==> src/rtl/srem_pkg.sv <==
`timescale 1ns / 1ps

package srem_pkg;

    localparam int DATA_W  = 16;
    localparam int RAMP_W  = 32;
    localparam int STEP_W  = 29;
    localparam int GAIN_W  = 17;
    localparam int CFG_IDX_W = 3;

    localparam int ROUND_Q15 = 'h4000;

    typedef enum logic [CFG_IDX_W-1:0] {
        REG_LEFT_START  = 3'd0,
        REG_LEFT_TARGET = 3'd1,
        REG_LEFT_RAMP   = 3'd2,
        REG_RIGHT_TARGET = 3'd3,
        REG_RIGHT_RAMP  = 3'd4,
        REG_DRY_GAIN    = 3'd5,
        REG_WET_GAIN    = 3'd6
    } t_reg_idx;

    typedef enum logic [2:0] {
        S_IDLE = 3'b001,
        S_GAIN = 3'b010,
        S_MIX  = 3'b100
    } t_state;

    typedef struct packed {
        logic load;   // take input item, advance envelopes
        logic gain;   // form Q15 gains
        logic mix;    // write output register
    } t_cmd;

    typedef struct packed {
        logic [DATA_W-1:0]        frac;
        logic signed [DATA_W-1:0] vol;
    } t_env;

    // ramp / 8, truncated toward zero
    function automatic logic signed [STEP_W-1:0] ramp_to_step(
        input logic signed [RAMP_W-1:0] ramp
    );
        logic signed [RAMP_W-1:0] adj;
        begin
            adj = ramp + $signed({{(RAMP_W-3){1'b0}}, {3{ramp[RAMP_W-1]}}});
            return adj[RAMP_W-1:3];
        end
    endfunction

    function automatic t_env env_advance(
        input logic [DATA_W-1:0]        frac,
        input logic signed [STEP_W-1:0] step,
        input logic signed [DATA_W-1:0] vol,
        input logic                     falling,
        input logic signed [DATA_W-1:0] target
    );
        logic signed [STEP_W:0]   sum;
        logic signed [13:0]       carry;
        logic signed [DATA_W+1:0] v;
        logic signed [DATA_W+1:0] t;
        t_env                     res;
        begin
            sum   = $signed({{(STEP_W-DATA_W+1){1'b0}}, frac}) + $signed({step[STEP_W-1], step});
            carry = sum[STEP_W:DATA_W];
            v     = $signed({{2{vol[DATA_W-1]}}, vol})
                  + $signed({{(DATA_W-12){carry[13]}}, carry});
            t     = $signed({{2{target[DATA_W-1]}}, target});
            if (!falling) begin
                if (v > t) v = t;
            end else begin
                if (v < t) v = t;
            end
            res.frac = sum[DATA_W-1:0];
            res.vol  = v[DATA_W-1:0];
            return res;
        end
    endfunction

    // (gain * vol + 0x4000) >> 15; reaches +32768 only for -32768 * -32768
    function automatic logic signed [GAIN_W-1:0] q15_gain(
        input logic signed [DATA_W-1:0] a,
        input logic signed [DATA_W-1:0] b
    );
        logic signed [2*DATA_W:0] p;
        begin
            p = a * b;
            p = p + ROUND_Q15;
            return p[2*DATA_W-1:DATA_W-1];
        end
    endfunction

    function automatic logic signed [DATA_W-1:0] mix_sat(
        input logic signed [DATA_W-1:0] bus,
        input logic signed [DATA_W-1:0] src,
        input logic signed [GAIN_W-1:0] g
    );
        logic signed [DATA_W+GAIN_W:0] p;
        logic signed [GAIN_W-1:0]      term;
        logic signed [DATA_W+1:0]      s;
        begin
            p    = src * g;
            p    = p + ROUND_Q15;
            term = p[2*DATA_W-1:DATA_W-1];
            s    = $signed({{2{bus[DATA_W-1]}}, bus})
                 + $signed({term[GAIN_W-1], term});
            if (s > 18'sd32767)
                return 16'sh7fff;
            else if (s < -18'sd32768)
                return 16'sh8000;
            else
                return s[DATA_W-1:0];
        end
    endfunction

endpackage

==> src/rtl/srem_ctrl.sv <==
`timescale 1ns / 1ps

module srem_ctrl (
    input  logic          i_clk,
    input  logic          i_rst_n,
    input  logic          i_valid,
    output logic          o_stall,
    output logic          o_valid,
    input  logic          i_stall,
    output srem_pkg::t_cmd o_cmd
);

    srem_pkg::t_state r_state, n_state;
    logic             r_out_valid, n_out_valid;
    logic             out_free;
    logic             in_ready;
    logic             acc;
    logic             mix_fire;

    assign out_free = !r_out_valid || !i_stall;
    // next item may enter in the mix cycle, envelope state is already updated
    assign in_ready = (r_state == srem_pkg::S_IDLE) ||
                      ((r_state == srem_pkg::S_MIX) && out_free);
    assign acc      = i_valid && in_ready;
    assign mix_fire = (r_state == srem_pkg::S_MIX) && out_free;

    always_comb begin
        n_state = r_state;
        unique case (r_state)
            srem_pkg::S_IDLE: if (acc) n_state = srem_pkg::S_GAIN;
            srem_pkg::S_GAIN: n_state = srem_pkg::S_MIX;
            srem_pkg::S_MIX: begin
                if (mix_fire) n_state = acc ? srem_pkg::S_GAIN : srem_pkg::S_IDLE;
            end
            default: n_state = srem_pkg::S_IDLE;
        endcase
    end

    assign n_out_valid = mix_fire || (r_out_valid && i_stall);

    always_ff @(posedge i_clk) begin
        if (!i_rst_n) begin
            r_state     <= srem_pkg::S_IDLE;
            r_out_valid <= 1'b0;
        end else begin
            r_state     <= n_state;
            r_out_valid <= n_out_valid;
        end
    end

    assign o_stall   = !in_ready;
    assign o_valid   = r_out_valid;
    assign o_cmd.load = acc;
    assign o_cmd.gain = (r_state == srem_pkg::S_GAIN);
    assign o_cmd.mix  = mix_fire;

endmodule

==> config.mk <==
export PLATFORM = sky130hd
export DESIGN_NAME = srem_ctrl
export DESIGN_NICKNAME = d
export VERILOG_FILES = /design/src/rtl/srem_pkg.sv /design/src/rtl/srem_ctrl.sv
export SDC_FILE = /design/constraint.sdc
export NUM_CORES = 1
export LEC_CHECK = 0
export BUFFER_PORTS_ARGS = -buffer_cell sky130_fd_sc_hd__buf_2
export CAP_MARGIN = 40
export CORE_AREA = 2 2 39 41
export CTS_BUF_LIST = sky130_fd_sc_hd__clkbuf_2 sky130_fd_sc_hd__clkbuf_4 sky130_fd_sc_hd__clkbuf_8
export CTS_CLUSTER_DIAMETER = 200
export DETAILED_ROUTE_END_ITERATION = 7
export DIE_AREA = 0 0 41 43
export GPL_TIMING_DRIVEN = 0
export PLACE_DENSITY = 0.34
export SYNTH_ARGS = -nofsm -noshare
export SYNTH_HDL_FRONTEND = slang
export SYNTH_SLANG_ARGS = --single-unit
export TNS_END_PERCENT = 5
==> constraint.sdc <==
create_clock -name i_clk -period 1.3 [get_ports i_clk]
set_clock_uncertainty 0.05 [all_clocks]
set_input_delay 0.065 -clock i_clk [delete_from_list [all_inputs] [get_ports i_clk]]
set_output_delay 0.065 -clock i_clk [all_outputs]
set_load 0.01 [all_outputs]
==> results_dict.tcl, run 1 <==
set metrics [dict create \
    violations "negative setup slack" \
    cpLargestDelayFamily "simple AND/OR/NAND/NOR gates" \
    die_x_um 41 \
    power_frac_seq_pct 39.5 \
    overflow 0 \
    netlist_top_cells_area "dfxtp_1, a21oi_1, nand2b_1" \
    dpl_cell_area_um2 289 \
    crit_fanout 5 \
    area_growth_syn_to_layout_pct 56.3 \
    clkLatencyLatePin_ns 0.23 \
    vias 220 \
    yosysSeqAreaShare_pct 35.0 \
    final_util_pct 25.9 \
    slowest_delay_ns 0.36 \
    path_cells "nor2b_4, a21oi_4, or2_1, buf_2" \
    cp.arrival_ns 1.20 \
    maxCapViolations 0 \
    grt_pass1_vias 212 \
    port_buffers 8 \
    timing.final.crit_share_pct 101 \
    synth_top_cell_by_area "dfxtp_1" \
    p_int_mw 0.267 \
    drt_iter0_drc 2 \
    avgSynthCellArea_um2 8.48 \
    antenna_found_initial 0 \
    wl_per_cell_um 10.1 \
    die_h_um 43 \
    setup_viol 1 \
    synthArstFlopShare_pct 0 \
    num_rows 14 \
    clock-root-buffer "clkbuf_4" \
    status "complete, but fails checks" \
    num_antenna_cells 0 \
    fin_area_um2 358 \
    htreeDepth 1 \
    tritoncts "yes" \
    multi_input_area_um2 166 \
    power_frac_comb_pct 18.1 \
    end_kind "primary output" \
    cp_num_buf_inv 1 \
    final_net_count 43 \
    synth-xor-area-share_pct 0 \
    synth-compound-area-share_pct 21.3 \
    first_pass_iters 2 \
    critPathKind "flop to primary output" \
    swShare_pct 23.7 \
    finalHoldViolations 0 \
    cts_max_path_buffers 2 \
    clock.fmax_ghz 0.763 \
    slew-limit-headroom_pct 83.0 \
    yosys.area_share.simple_pct 37.2 \
    drive_gt1_share_pct 54.1 \
    ys_warn_count 0 \
    dp_hpwl_um 404 \
    vdd_drop_max_v 0.000424 \
    synth_mux_area_share_pct 0 \
    synth-edff-count 0 \
    grt_usage_pct 8.12 \
    drt-total-wl_um 535 \
    ios 9 \
    via_per_inst 4.15 \
    worstHoldPathCells 3 \
    synth_top_family_by_area "simple AND/OR/NAND/NOR gates" \
    timing.final.ws_setup_ns -0.0113 \
    startpoint_type "flop" \
    synth_fa_ha_area_share_pct 0 \
    cts_buffers 3 \
    hold_ws_ns 0.0372 \
    regArea_um2 86.3 \
    dieArea_um2 1760 \
    gp_congestion 0.698 \
    syn_nets 31 \
    finalWorstPathRequiredPeriod_ns 1.31 \
    worstRegToRegCells 3 \
    start_util_pct 16.5 \
    leakage_nw 0.140 \
    grt_setup_unrepaired "yes" \
    synth_area_um2 229 \
    synth_top_area_share_pct 35.0 \
    dominantRegCellSynth "dfxtp_1" \
    grt_pass1_wl_um 876 \
    antenna_left 0 \
    cp_slowest_cell "dfxtp_4" \
    switchingPower_mw 0.0828 \
    tightest_slew_ns 0.255 \
    drcViolationCount 0 \
    synth_cell_types 16 \
    slew_viol_final 0 \
    power.density_nw_per_um2 977 \
    syn_inst 27 \
    cp.depth 4 \
    clock-sinks 4 \
    grt_max_degree 9 \
    nFillCells 168 \
    pwr-share-clk_pct 42.5 \
    path_clk_slew_ns 0.04 \
    synth_seq_cells 4 \
    required_ns 1.19 \
    min_path_type "input port to flop" \
    synthTopCellsByCount "a21oi_1, dfxtp_1, nand2b_1" \
    coreArea_um2 1380 \
]
worst paths after layout:
path	startpoint	end	slack, ns
setup / recovery	r_state[2]	o_stall	-0.01
hold / removal	i_valid	r_state[1]	0.04
setup reg to reg	r_state[2]	r_state[0]	0.25
hold reg to reg	o_valid	r_state[2]	0.48
kinds of logic after synthesis:
| kind of cell | Yosys count |
|---|---|
| buffers and inverters | 2 |
| and+or+nand+nor | 14 |
| AOI/OAI and AO/OA | 7 |
| DFF | 4 |
placed cells by master, fill, tap and decap left out:
cell type      Yosys  final
o21ai_0            1      1
nor3_1             1      1
buf_6              0      2
clkbuf_4           0      3
dfxtp_2            0      2
a21oi_1            4      2
a21oi_4            0      1
nor3b_2            0      1
nor2b_4            0      2
buf_2              0      6
nand2b_1           3      3
nand2_1            2      2
nor2b_1            2      1
dlygate4sd3_1      0      1
and2_1             1      1
a21boi_0           1      1
dfxtp_4            0      1
dfxtp_1            4      1
o311ai_2           1      1
or2_1              1      1
nor2_1             1      1
nand4b_1           1      1
a21oi_2            0      1
per-layer routing:
layer  up-vias  global-route usage, %  share of wire, %
met5         -                      0                 0
met4         0                   10.0               2.2
met3         2                   3.66               7.3
met2         8                   10.3                46
met1        96                   8.31                44
li1        114                      -                 -
tightest hold or removal path, cell delays in order:
cell	delay, ns
buf_2	0.11
nand2_1	0.06
nor3_1	0.04
metrics by stage:
step           TNS [ns]  instances  setup WS (ns)  power (mW)
2_1_floorplan         0         27          0.283       0.171
3_3_place_gp          0         51         0.0859       0.192
3_5_place_dp          0         51          0.105       0.192
4_1_cts         -0.0243         53        -0.0149       0.364
5_1_grt          -0.120         53        -0.0702       0.375
6_report        -0.0113         53        -0.0113       0.350
power groups by stage:
stage                     Clock [mW]  Sequential (mW)  Combinational [mW]
after floorplan                    0            0.137              0.0335
after global placement             0            0.140              0.0524
after detailed placement           0            0.139              0.0524
after CTS                      0.162            0.138              0.0638
after global routing           0.166            0.139              0.0695
final                          0.148            0.138              0.0632
state kept, by name, summed over array words and instances (netlist names):
register,count
r_state,3
o_valid,1
cell type report:
type / instances / area share [%]
clock buffer: 3 / 6.29
multi-input combinational: 21 / 46.5
sequential: 4 / 24.1
tap: 16 / 5.59
timing repair buffer: 9 / 17.5
repair_timing:
item,4_1_cts,5_1_grt
pin swaps,2,1
setup endpoints to repair,3,3
hold buffers,1,0
setup buffers,0,0
gates resized for setup,12,1
endpoints found under the hold margin,1,0
(Power assumes the default switching activity.)
==> inputs of run 2 (changes only) <==
Clock period 1.3 ns to 1.5 ns, I/O delays scaled along.
==> run 2 against run 1 <==
  * The flow now finishes without violations
  * Sequential power fell by 12%
  * Die area did not move
  * Wire length decreased by 1.7%
  * Critical path depth grew 1
  * Sequential cell count unchanged
  * Final cell count is 1.9% higher
==> results_dict.tcl, run 2 (synthesis gave the netlist of run 1 again) <==
set metrics [dict create \
    dieArea_um2 1760 \
    vdd_drop_max_v 0.000240 \
    vias 220 \
    pwr-share-clk_pct 43.5 \
    leakage_nw 0.135 \
    die_h_um 43 \
    antenna_found_initial 0 \
    largest_reg_flops 3 \
    power_frac_seq_pct 40.3 \
    wl_per_cell_um 9.74 \
    htreeDepth 1 \
    final_common_cell "buf_2" \
    num_rows 14 \
    finalWorstPathRequiredPeriod_ns 1.38 \
    dp_hpwl_um 404 \
    crit_fanout 5 \
    grt_pass1_wl_um 814 \
    cts_buffers 3 \
    startpoint_type "flop" \
    power_frac_comb_pct 16.2 \
    drt-total-wl_um 526 \
    drt_iter0_drc 0 \
    clock.fmax_ghz 0.723 \
    port_buffers 8 \
    cp.arrival_ns 1.26 \
    maxCapViolations 0 \
    hold_buffers 0 \
    slowest_delay_ns 0.35 \
    grt_max_degree 9 \
    tritoncts "yes" \
    fin_tns_setup_ns 0 \
    top_register "r_state" \
    grt_setup_unrepaired "no" \
    power.density_nw_per_um2 907 \
    path_cells "nor2b_4, a21oi_2, nor3b_2, buf_4, buf_2" \
    switchingPower_mw 0.0713 \
    cts_setup_buffers 0 \
    cp_num_buf_inv 2 \
    required_ns 1.37 \
    p_int_mw 0.228 \
    nFillCells 173 \
    end_kind "primary output" \
    clock-sinks 4 \
    path_clk_slew_ns 0.03 \
    slew_viol_final 0 \
    grt_usage_pct 7.52 \
    drcViolationCount 0 \
    status "complete, no violations" \
    finalHoldViolations 0 \
    swShare_pct 23.8 \
    clkLatencyLatePin_ns 0.23 \
    fin_total_pwr_mw 0.300 \
    critPathKind "flop to primary output" \
    coreArea_um2 1380 \
    overflow 0 \
    area_growth_syn_to_layout_pct 44.3 \
    die_x_um 41 \
    cts_max_path_buffers 2 \
    cpLargestDelayFamily "simple AND/OR/NAND/NOR gates" \
    via_per_inst 4.07 \
    setup_viol 0 \
    num_antenna_cells 0 \
    slew-limit-headroom_pct 83.2 \
    grt_pass1_vias 211 \
    timing.final.crit_share_pct 92.2 \
    start_util_pct 16.5 \
    antenna_left 0 \
    first_pass_iters 1 \
    cp_slowest_cell "dfxtp_2" \
    min_path_type "input port to flop" \
    final_cell_mix "buf_2, nand2b_1, a21oi_1, clkbuf_4" \
    cts-resized-gates 0 \
    drive_gt1_share_pct 52.6 \
    tightest_slew_ns 0.251 \
    clock-root-buffer "clkbuf_4" \
    final_net_count 44 \
    ios 9 \
    gp_congestion 0.698 \
]
## run 2: changes by cell type in the layout (fill, tap and decap cells not counted), sizes merged
cell         change
buf              +2
dlygate4sd3      -1
## run 2: per-layer routing
layer	vias to the layer above	wire, µm	global-route usage (%)
li1	116	-	-
met1	94	233	7.99
met2	8	231	8.75
met3	2	47	3.66
met4	0	12	10.0
met5	-	0	0
## run 2: final timing paths
check	slack (ns)	cells after the start	to	start
hold reg to reg	0.47	2	r_state[2]	r_state[2]
setup / recovery	0.12	5	o_cmd[2]	r_state[2]
setup reg to reg	0.48	3	r_state[0]	r_state[2]
hold / removal	0.02	2	r_state[0]	i_rst_n
## run 2: area by class of cell
class	count	area, µm²	area share, %
buffer	2	15.0	4.55
tap	16	20.0	6.06
timing repair buffer	8	40.0	12.1
sequential	4	82.6	25.0
clock buffer	3	22.5	6.82
multi-input combinational	21	150	45.5
## run 2: through the flow
step	area, µm²	cells	setup WS, ns	hold slack [ns]	util, %
after floorplan	229	27	0.473	0.0984	-
after global placement	289	51	0.276	0.256	20.9
after detailed placement	289	51	0.295	0.254	20.9
after CTS	312	54	0.0256	0.00951	22.5
after global routing	330	54	0.0269	0.0162	23.9
final	330	54	0.117	0.0165	23.9
## run 2: power by group through the flow
stage	Combinational (mW)	Clock [mW]	Sequential, mW
finish	0.0485	0.130	0.121
CTS	0.0458	0.140	0.119
detailed placement	0.0454	0	0.121
floorplan	0.0290	0	0.119
global placement	0.0454	0	0.121
global route	0.0538	0.148	0.122
